File: config.mk
export PLATFORM = sky130hd
export DESIGN_NAME = bf16_multi_operand_sum_top
export DESIGN_NICKNAME = d
export VERILOG_FILES = /design/src/rtl/bfms_pkg.sv /design/src/rtl/bf16_multi_operand_sum_top.sv /design/src/rtl/bfms_fp32_add.sv /design/src/rtl/bfms_add_stage.sv
export SDC_FILE = /design/constraint.sdc
export NUM_CORES = 2
export LEC_CHECK = 0
export BUFFER_PORTS_ARGS = -buffer_cell sky130_fd_sc_hd__buf_2
export CORE_AREA = 2 2 519 907
export CTS_BUF_LIST = sky130_fd_sc_hd__clkbuf_8 sky130_fd_sc_hd__clkbuf_16
export DETAILED_ROUTE_END_ITERATION = 7
export DIE_AREA = 0 0 521 909
export GPL_TIMING_DRIVEN = 0
export PLACE_DENSITY = 0.34
export SLEW_MARGIN = 30
export SYNTH_ARGS = -nofsm -noshare
export SYNTH_HDL_FRONTEND = slang
export SYNTH_SLANG_ARGS = --single-unit
export TNS_END_PERCENT = 1
File: constraint.sdc
create_clock -name clk -period 34.2 [get_ports clk]
set_input_delay 5.13 -clock clk [delete_from_list [all_inputs] [get_ports clk]]
set_output_delay 5.13 -clock clk [all_outputs]
set_load 0.1 [all_outputs]
File: src/rtl/bfms_pkg.sv
`default_nettype none
// ----------------------------------------------------------------------------
// bfms_pkg: shared types and constants for the bf16 multi-operand sum
// Holds the stage payload struct and constants.
// ----------------------------------------------------------------------------
package bfms_pkg;

  localparam int unsigned NumOperands = 8;
  localparam logic [15:0] NanOut     = 16'hffff;
  localparam logic [31:0] RoundBias  = 32'h0000_7fff;

  // Item moving down the adder chain
  typedef struct packed {
    logic [31:0] acc;       // running binary32 sum
    logic        bypass;    // single operand: pass operand 0 as is
    logic [15:0] raw0;      // operand 0 bits for the bypass case
    logic [3:0]  count;     // saturated operand count, 0..8
    logic        last;
  } stage_t;

endpackage : bfms_pkg
`default_nettype wire

File: src/rtl/bf16_multi_operand_sum_top.sv
`default_nettype none
// ----------------------------------------------------------------------------
// bf16_multi_operand_sum_top: sum of up to eight bf16 operands
// Takes one transfer per cycle unless stalled; nine register levels (input
// register, seven binary32 adder stages, output rounding register). A stall
// freezes the whole pipe; each adder stage holds one binary32 add with
// rounding.
// ----------------------------------------------------------------------------
module bf16_multi_operand_sum_top (
  input  wire logic        clk,
  input  wire logic        rst,
  input  wire logic        cfg_we,
  input  wire logic [3:0]  cfg_wdata,
  input  wire logic        in_valid,
  output logic             in_ready,
  input  wire logic [15:0] value_0,
  input  wire logic [15:0] value_1,
  input  wire logic [15:0] value_2,
  input  wire logic [15:0] value_3,
  input  wire logic [15:0] value_4,
  input  wire logic [15:0] value_5,
  input  wire logic [15:0] value_6,
  input  wire logic [15:0] value_7,
  input  wire logic        end_of_vector,
  output logic             out_valid,
  input  wire logic        out_ready,
  output logic [15:0]      sum_value,
  output logic             last_out
);

  localparam int unsigned N = bfms_pkg::NumOperands;

  logic [3:0]              operand_count;
  logic                    en;
  logic                    entry_valid;
  bfms_pkg::stage_t        entry_item;
  logic [N-1:0]            v;
  bfms_pkg::stage_t        item [N];
  logic [15:0]             ops  [N][N];
  logic [31:0]             rw;
  logic [15:0]             rounded;

  always_ff @(posedge clk) begin
    if (rst) begin
      operand_count <= 4'd8;
    end else if (cfg_we) begin
      operand_count <= cfg_wdata;
    end
  end

  // whole pipe advances unless the output is held
  assign en       = !out_valid || out_ready;
  assign in_ready = en;

  // entry stage
  always_ff @(posedge clk) begin
    if (rst) begin
      entry_valid <= 1'b0;
    end else if (en) begin
      entry_valid <= in_valid;
    end
  end

  always_ff @(posedge clk) begin
    if (en) begin
      entry_item.acc    <= {value_0, 16'd0};
      entry_item.raw0   <= value_0;
      entry_item.last   <= end_of_vector;
      entry_item.bypass <= (operand_count <= 4'd1);
      entry_item.count  <= (operand_count > 4'd8) ? 4'd8 : operand_count;
      ops[0][1] <= value_1; ops[0][2] <= value_2; ops[0][3] <= value_3;
      ops[0][4] <= value_4; ops[0][5] <= value_5; ops[0][6] <= value_6;
      ops[0][7] <= value_7;
    end
  end

  assign v[0]    = entry_valid;
  assign item[0] = entry_item;

  // operand delay lines, one row per stage
  for (genvar s = 1; s < N; s++) begin : g_ops
    for (genvar k = s + 1; k < N; k++) begin : g_k
      always_ff @(posedge clk) begin
        if (en) ops[s][k] <= ops[s-1][k];
      end
    end
  end

  for (genvar s = 1; s < N; s++) begin : g_stage
    bfms_add_stage #(.Index(s)) u_stage (
      .clk       (clk),
      .rst       (rst),
      .en        (en),
      .in_valid  (v[s-1]),
      .in_item   (item[s-1]),
      .operand   (ops[s-1][s]),
      .out_valid (v[s]),
      .out_item  (item[s])
    );
  end

  // round to bf16
  always_comb begin
    rw      = item[N-1].acc + bfms_pkg::RoundBias + {31'd0, item[N-1].acc[16]};
    rounded = rw[31:16];
    if (item[N-1].bypass) rounded = item[N-1].raw0;
    else if (item[N-1].acc[30:23] == 8'hff && item[N-1].acc[22:0] != 23'd0)
      rounded = bfms_pkg::NanOut;
  end

  always_ff @(posedge clk) begin
    if (rst) begin
      out_valid <= 1'b0;
    end else if (en) begin
      out_valid <= v[N-1];
    end
  end

  always_ff @(posedge clk) begin
    if (en) begin
      sum_value <= rounded;
      last_out  <= item[N-1].last;
    end
  end

endmodule : bf16_multi_operand_sum_top
`default_nettype wire

File: src/rtl/bfms_fp32_add.sv
`default_nettype none
// ----------------------------------------------------------------------------
// bfms_fp32_add: combinational binary32 adder, round to nearest even
// Full IEEE handling of subnormals, infinities and NaN (NaN output is 7fc00000).
// ----------------------------------------------------------------------------
module bfms_fp32_add (
  input  wire logic [31:0] a,
  input  wire logic [31:0] b,
  output logic      [31:0] y
);

  logic        sa, sb, sl, ss;
  logic [7:0]  ea, eb, el, es;
  logic [23:0] ma, mb, ml, ms;
  logic [7:0]  d;
  logic [26:0] xl, xs, xs_sh;
  logic [27:0] sum;
  logic        sticky;
  logic [4:0]  lz;
  logic [9:0]  e_res;
  logic [27:0] norm;
  logic [23:0] mant;
  logic        g_bit, r_bit, st;
  logic [24:0] rnd;
  logic [9:0]  e_fin;
  logic        a_nan, b_nan, a_inf, b_inf;
  logic        swap;
  logic [53:0] wide;

  always_comb begin
    sa = a[31]; sb = b[31];
    ea = (a[30:23] == 8'd0) ? 8'd1 : a[30:23];
    eb = (b[30:23] == 8'd0) ? 8'd1 : b[30:23];
    ma = {(a[30:23] != 8'd0), a[22:0]};
    mb = {(b[30:23] != 8'd0), b[22:0]};
    a_nan = (a[30:23] == 8'hff) && (a[22:0] != 23'd0);
    b_nan = (b[30:23] == 8'hff) && (b[22:0] != 23'd0);
    a_inf = (a[30:23] == 8'hff) && (a[22:0] == 23'd0);
    b_inf = (b[30:23] == 8'hff) && (b[22:0] == 23'd0);
    // order by magnitude
    swap = (b[30:0] > a[30:0]);
    sl = swap ? sb : sa;  ss = swap ? sa : sb;
    el = swap ? eb : ea;  es = swap ? ea : eb;
    ml = swap ? mb : ma;  ms = swap ? ma : mb;
    d  = el - es;
    xl = {ml, 3'b000};
    // align smaller operand, keep sticky
    wide  = {ms, 30'd0} >> ((d > 8'd30) ? 8'd30 : d);
    xs_sh = {wide[53:28], (wide[27:0] != 28'd0)};
    xs    = xs_sh;
    sticky = 1'b0;
    if (sl == ss) sum = {1'b0, xl} + {1'b0, xs};
    else          sum = {1'b0, xl} - {1'b0, xs};
    // leading zero count over the 28-bit sum
    lz = 5'd28;
    for (int i = 0; i < 28; i++) begin
      if (sum[i]) lz = 5'(27 - i);
    end
    // normalize: target leading one at bit 26 (bit 27 means carry)
    if (sum[27]) begin
      norm  = {1'b0, sum[27:2], sum[1] | sum[0]};
      e_res = {2'b00, el} + 10'd1;
    end else if ({5'd0, lz} - 10'd1 < {2'b00, el} - 10'd1 || lz == 5'd1) begin
      norm  = sum << (lz - 5'd1);
      e_res = {2'b00, el} - {5'd0, lz} + 10'd1;
    end else begin
      // result subnormal: shift only down to exponent 1
      norm  = sum << (el - 8'd1);
      e_res = 10'd0;
    end
    mant  = norm[26:3];
    g_bit = norm[2]; r_bit = norm[1]; st = norm[0] | sticky;
    rnd   = {1'b0, mant} + {24'd0, (g_bit & (r_bit | st | mant[0]))};
    e_fin = e_res;
    if (e_res == 10'd0) begin
      // subnormal may round up into normal range
      e_fin = rnd[23] ? 10'd1 : 10'd0;
    end else if (rnd[24]) begin
      e_fin = e_res + 10'd1;
      rnd   = rnd >> 1;
    end
    if (a_nan || b_nan || (a_inf && b_inf && (sa != sb)))
      y = 32'h7fc0_0000;
    else if (a_inf) y = a;
    else if (b_inf) y = b;
    else if (sum == 28'd0)
      y = {sa & sb, 31'd0};
    else if (e_fin >= 10'd255)
      y = {sl, 8'hff, 23'd0};
    else
      y = {sl, e_fin[7:0], rnd[22:0]};
  end

endmodule : bfms_fp32_add
`default_nettype wire

File: src/rtl/bfms_add_stage.sv
`default_nettype none
// ----------------------------------------------------------------------------
// bfms_add_stage: one registered step of the adder chain
// Adds operand Index into the running sum when Index is below the count.
// ----------------------------------------------------------------------------
module bfms_add_stage #(
  parameter int unsigned Index = 1
) (
  input  wire logic             clk,
  input  wire logic             rst,
  input  wire logic             en,
  input  wire logic             in_valid,
  input  wire bfms_pkg::stage_t in_item,
  input  wire logic [15:0]      operand,
  output logic                  out_valid,
  output bfms_pkg::stage_t      out_item
);

  logic [31:0]      add_y;
  bfms_pkg::stage_t item_next;

  bfms_fp32_add u_add (
    .a (in_item.acc),
    .b ({operand, 16'd0}),
    .y (add_y)
  );

  // valid tracking
  always_ff @(posedge clk) begin
    if (rst) begin
      out_valid <= 1'b0;
    end else if (en) begin
      out_valid <= in_valid;
    end
  end

  // operands at or past the count leave the sum alone
  always_comb begin
    item_next = in_item;
    if (in_item.count > 4'(Index)) item_next.acc = add_y;
  end

  // payload
  always_ff @(posedge clk) begin
    if (en) begin
      out_item <= item_next;
    end
  end

endmodule : bfms_add_stage
`default_nettype wire

# After elaboration in Yosys (flattened, before gate mapping)
# Memory sizes are Yosys's and may differ from the RTL's.
# Index checks and enable logic that the tools add are counted.
classes:
  shifts: 21
  eq_ne: 36
  magnitude_cmp: 37
  bitwise: 36
  muxes: 375
  div: 0
  mul: 0
  n_reduce_logical: 145
  addsub: 86
ops:
  columns: ["operator", "count"]
  rows:
  - ["32-bit 2-to-1 mux", 35]
  - ["5-bit 2-to-1 mux", 182]
  - ["27-bit 2-to-1 mux", 14]
  - ["54-bit by 8-bit >> shifter with 54-bit output", 7]
  - ["23-bit nonzero test", 15]
  - ["24-bit 2-to-1 mux", 14]
  - ["23-bit logical NOT", 14]
  - ["23-bit 2-to-1 mux", 14]
  - ["10-bit 2-to-1 mux", 28]
  - ["8-bit 2-to-1 mux", 35]
  - ["31-bit greater-than comparator", 7]
  - ["31-bit 2-to-1 mux", 7]
  - ["27-bit by 27-bit adder with 28-bit output", 7]
  - ["28-bit logical NOT", 7]
  - ["28-bit 2-to-1 mux", 7]
  - ["28-bit nonzero test", 7]
  - ["28-bit by 5-bit << shifter with 27-bit output", 7]
  - ["28-bit by 8-bit << shifter with 27-bit output", 7]
  - ["27-bit by 27-bit subtractor with 28-bit output", 7]
  - ["24-bit by 1-bit adder with 25-bit output", 7]
  - ["8-bit == test (second input constant)", 15]
  - ["8-bit logical NOT", 14]
  - ["8-bit nonzero test", 14]
  - ["10-bit by 1-bit adder with 10-bit output (second input constant)", 7]
  - ["32 further kinds", 258]
word_totals:
  mem_bits_rw: 896
  in_bits: 138
  mem_count: 1
  rom_bits: 0
  register_bits: 426
  latchBits: 0
memory_table:
  columns: ["memory", "depth", "width", "rd", "rd_clocked_by_memory_dff", "wr", "line", "source"]
  rows:
  - ["ops", 8, 112, 7, 0, 7, "bf16_multi_operand_sum_top.sv:39", "logic [15:0] ops [N][N];"]

# Depth between registers and ports, before layout
# An unclocked memory read counts as a cell.
logic_depth:
  depth_word: 57
  mapped_depth: 90
  ltp_nobuf: 79

# Hierarchy
# A second synthesis with hierarchy kept.
unflattened:
  hier_cells: 15276
  area_unflattened_um2: 122480.0
by_module_without_submodules:
  columns: ["mod", "seq_area_each_um2", "instances", "area_each_um2", "cells_each"]
  rows:
  - ["bfms_fp32_add (g_stage[1].u_stage.u_add ...)", 0.0, 3, 13070.0, 1977]
  - ["bf16_multi_operand_sum_top", 14744.1, 1, 15414.8, 600]
  - ["bfms_fp32_add (g_stage[6].u_stage.u_add)", 0.0, 1, 14092.3, 2162]
  - ["bfms_fp32_add (g_stage[7].u_stage.u_add)", 0.0, 1, 13416.6, 2074]
  - ["bfms_fp32_add (g_stage[2].u_stage.u_add)", 0.0, 1, 12944.9, 1996]
  - ["bfms_fp32_add (g_stage[5].u_stage.u_add)", 0.0, 1, 12520.8, 1810]
  - ["bfms_add_stage (g_stage[1].u_stage ...)", 1641.6, 2, 2069.5, 94]
  - ["bfms_add_stage (g_stage[4].u_stage)", 1641.6, 1, 2311.0, 139]
  - ["bfms_add_stage (g_stage[7].u_stage)", 1641.6, 1, 2203.4, 94]
  - ["bfms_add_stage (g_stage[3].u_stage)", 1641.6, 1, 2079.5, 94]
  - ["bfms_add_stage (g_stage[6].u_stage)", 1641.6, 1, 2074.5, 94]
  - ["bfms_add_stage (g_stage[2].u_stage)", 1641.6, 1, 2073.2, 94]

# Worst setup path after synthesis
# OpenSTA, ideal clock, no wires.
synth_path:
  path_type: "input -> register"
  from: "in out_ready"
  to: "reg entry_item[0] (netlist bit), enable pin"
  setup_ps: 6891
  path_buffers: 1
  arrival_ps: 21691
  cell_stages: 3
  setup_slack_ps: 5618
  path_cell_list: "nor2b_1 -> clkbuf_1 -> clkinv_1"
synth_via:
  elab_chain_cells: 1
synth_rtl:
  columns: ["element", "line", "source"]
  rows:
  - ["from (decl)", "bf16_multi_operand_sum_top.sv:26", "input wire logic out_ready,"]
  - ["1-bit logical OR", "bf16_multi_operand_sum_top.sv:52", "assign en = !out_valid || out_ready;"]
  - ["via in_ready", "bf16_multi_operand_sum_top.sv:15", "output logic in_ready,"]
  - ["to (decl)", "bf16_multi_operand_sum_top.sv:36", "bfms_pkg::stage_t entry_item;"]
# The timed path passes the listed nets, and every way through them passes these cells.
# A chain may end at the register's enable or synchronous reset.

==> out/summary.txt <==
Status = finished with violations
Failing checks = DRC
Fin. Hold Viols = 0
Mapped Avg Cell Area = 7.90 sq um
Netlist cell types = 148
EDFF count, synth = 858
Worst-Margin Slew = 1170 ps
CTS root buffer = clkbuf_16
Vias in the first global route = 116k
Placed Area = 0.117 sq mm
Num rows = 332
Yosys warns = 0
# nets final = 14.6k
Layout Utilization = 25.8%
Final setup fails = 0
Post-synthesis async set-or-reset flop share = 0%
Core Area = 0.466 sq mm
Initial antenna violation count = 39
Routed vias/inst = 5.69
Fmax = 37.1 MHz
Top cell type's share of synthesized area = 24.1%
CTS Hold Buffers Added = 0
HPWL after DPL = 523 mm
Slowest stage delay, CP = 1020 ps
Drt drc = 1
Synth top area cells = edfxtp_1 24%, ha_1 7.3%, nor2_1 4.4%, nand2_1 4.4%, a21oi_1 4.3%
Clock Path Buffers = 4
Seq cells post-synth = 871
Fin area = 0.120 sq mm
Setup skew after layout = 86.8 ps
# Post-CTS Setup Buffers = 0
Cell count after synthesis = 13.5k
H-tree depth = 3
Sequential share of the synthesized area = 24.4%
Mapped Nets = 14.3k
Slowest CP cell = o311ai_1
Die width = 521 microns
Post-synthesis mux area share = 5.65%
CP Class = flop to flop
First-pass iteration count of the detailed router = 8
CTS tree = yes
Share of cells above drive strength 1 = 7.84%
Top_reg_cell synth = edfxtp_1
Area Growth Syn to Fin = 12.6%
Critical path required time = 34740 ps
Largest area contributor in the netlist = edfxtp_1
Max-slew violations = 0
Slew HR = 21.4%
First-pass GRT wire length = 880 mm
Port bufs = 155
Total Routed Length = 629 mm
Commonest cells in the netlist = 1261 x nor2_1, 1257 x nand2_1, 909 x a21oi_1
Post-synthesis adder-cell area fraction = 7.68%
Startpoint Class = flop
GRT overflow = 0
Crit path max fanout = 10
# IOs = 157
Min-Delay Path Class = flop to flop
Arrival @ worst endpoint = 27460 ps
Pin count of the biggest net entering global routing = 74
Tot GR Track Use = 25.6%
Worst-path clk slew = 80 ps
Post-route ant nets = 0
Post-synthesis compound-gate area fraction = 29.2%
Final worst-path cycle share = 78.7%
Post-Synthesis Cell Area = 0.107 sq mm
Main combinational cell family by area after synthesis = compound AO/OA/AOI/OAI gates
Die area = 0.474 sq mm
Post-Synth XOR/XNOR Area = 4.88%
Synth Area in Simple Gates = 23.0%
Clk_lat worst skew = 920 ps
Via Count = 114k
PostCTS Resize Cnt = 0
Overall die height = 909 microns
Placed cell count = 19.9k
Max-cap violations = 0
Final Non-Filler Cells = 20.1k
Most common cell on crit path = a21oi_1
Number of buffers created by CTS = 104
Most common cell in the netlist = nor2_1
Worst Setup End Kind = flop
Minimum clock period = 26920 ps
GPL Wtd Cong = 0.995
CTS Sinks = 871
Initial core utilization = 22.9%
DR WL/cell = 31.3 microns
Setup TNS = 0 ps
Iter 0 DRT Violations = 8838
RSZ-0062 raised after global routing = false
## flip-flops by register name, indices dropped and copies added (netlist names)
name / cells
entry_item: 22
entry_valid: 1
g_stage.u_stage.out_item: 371
g_stage.u_stage.out_valid: 7
last_out: 1
operand_count: 4
ops: 448
out_valid: 1
sum_value: 16
## logic make-up after synthesis
group | count (synthesis)
compound gates | 4454
mux | 565
fa+ha+maj | 644
flops | 871
simple gates | 4988
xor+xnor | 587
buf+inv | 1412
## metal layers
metal,part of all wire [%],track usage [%]
met1,33,23.8
met2,53,49.2
met3,3.6,2.47
met4,10,22.3
met5,0.0051,0
## critical path: cells and delay by family, from the launching register on
family	cells	cell delay, ps
flip-flops	1	700
adder cells (fa/ha/maj)	6	2330
AO/OA/AOI/OAI	35	12020
AND/OR/NAND/NOR	18	5030
multiplexers	2	1000
buffers and inverters	12	4610
XOR/XNOR	1	760
## final timing paths
check                                            startpoint                                         to  slack [ps]  cells after the start
hold reg to reg                        ops[3][46]$_DFFE_PP_                       ops[4][46]$_DFFE_PP_         400                      0
hold / removal                         ops[3][46]$_DFFE_PP_                       ops[4][46]$_DFFE_PP_         400                      0
setup reg to reg  g_stage[1].u_stage.out_item[52]$_DFFE_PP_  g_stage[2].u_stage.out_item[26]$_DFFE_PP_        7280                     74
setup / recovery  g_stage[1].u_stage.out_item[52]$_DFFE_PP_  g_stage[2].u_stage.out_item[26]$_DFFE_PP_        7280                     74
## layout make-up
type	count	area, sq um
clock buffers	104	2600
multi-input cells	11200	76100
diodes	16	40.0
repair buffers	202	1430
inverters	703	2640
fillers	51600	346000
plain buffers	709	2950
flip-flops and latches	871	26000
clock inverters	81	786
well taps	6179	7730
## placed cells by master (no fill, tap or decap), types with 63 or more instances in the layout
| cell | synthesis | routed |
|---|---|---|
| a211o_1 | 68 | 68 |
| a211oi_1 | 179 | 172 |
| a21o_1 | 227 | 227 |
| a21oi_1 | 909 | 892 |
| a221oi_1 | 71 | 69 |
| a22o_1 | 79 | 79 |
| a22oi_1 | 121 | 121 |
| a31oi_1 | 183 | 180 |
| a32o_1 | 69 | 69 |
| a32oi_1 | 66 | 66 |
| and2_1 | 218 | 218 |
| and3_1 | 143 | 143 |
| buf_2 | 97 | 264 |
| clkbuf_1 | 522 | 521 |
| clkbuf_16 | 0 | 104 |
| edfxtp_1 | 858 | 858 |
| ha_1 | 620 | 620 |
| inv_1 | 677 | 688 |
| mux2_2 | 133 | 133 |
| mux2i_1 | 410 | 406 |
| nand2_1 | 1257 | 1257 |
| nand2b_1 | 149 | 149 |
| nand3_1 | 436 | 436 |
| nand4_1 | 208 | 208 |
| nor2_1 | 1261 | 1258 |
| nor2b_1 | 122 | 122 |
| nor3_1 | 459 | 442 |
| nor4_1 | 198 | 186 |
| o211ai_1 | 214 | 214 |
| o21a_1 | 105 | 105 |
| o21ai_0 | 734 | 715 |
| o21ai_1 | 51 | 67 |
| o21bai_1 | 79 | 79 |
| o221ai_1 | 66 | 63 |
| o22ai_1 | 203 | 203 |
| o31ai_1 | 122 | 115 |
| or2_2 | 94 | 94 |
| or3_1 | 139 | 139 |
| xnor2_1 | 387 | 367 |
| xor2_1 | 192 | 184 |
## per-stage QoR
step | setup slack, ps | hold slack (ps)
6_report | 7280 | 405
5_1_grt | 6750 | 411
4_1_cts | 7660 | 406
3_5_place_dp | 7740 | 405
3_3_place_gp | -9380 | 402
2_1_floorplan | 5620 | 400
Power is left out: the tool's default activity adds up to more than one toggle a clock period on the data nets, which glitch-free logic cannot reach.
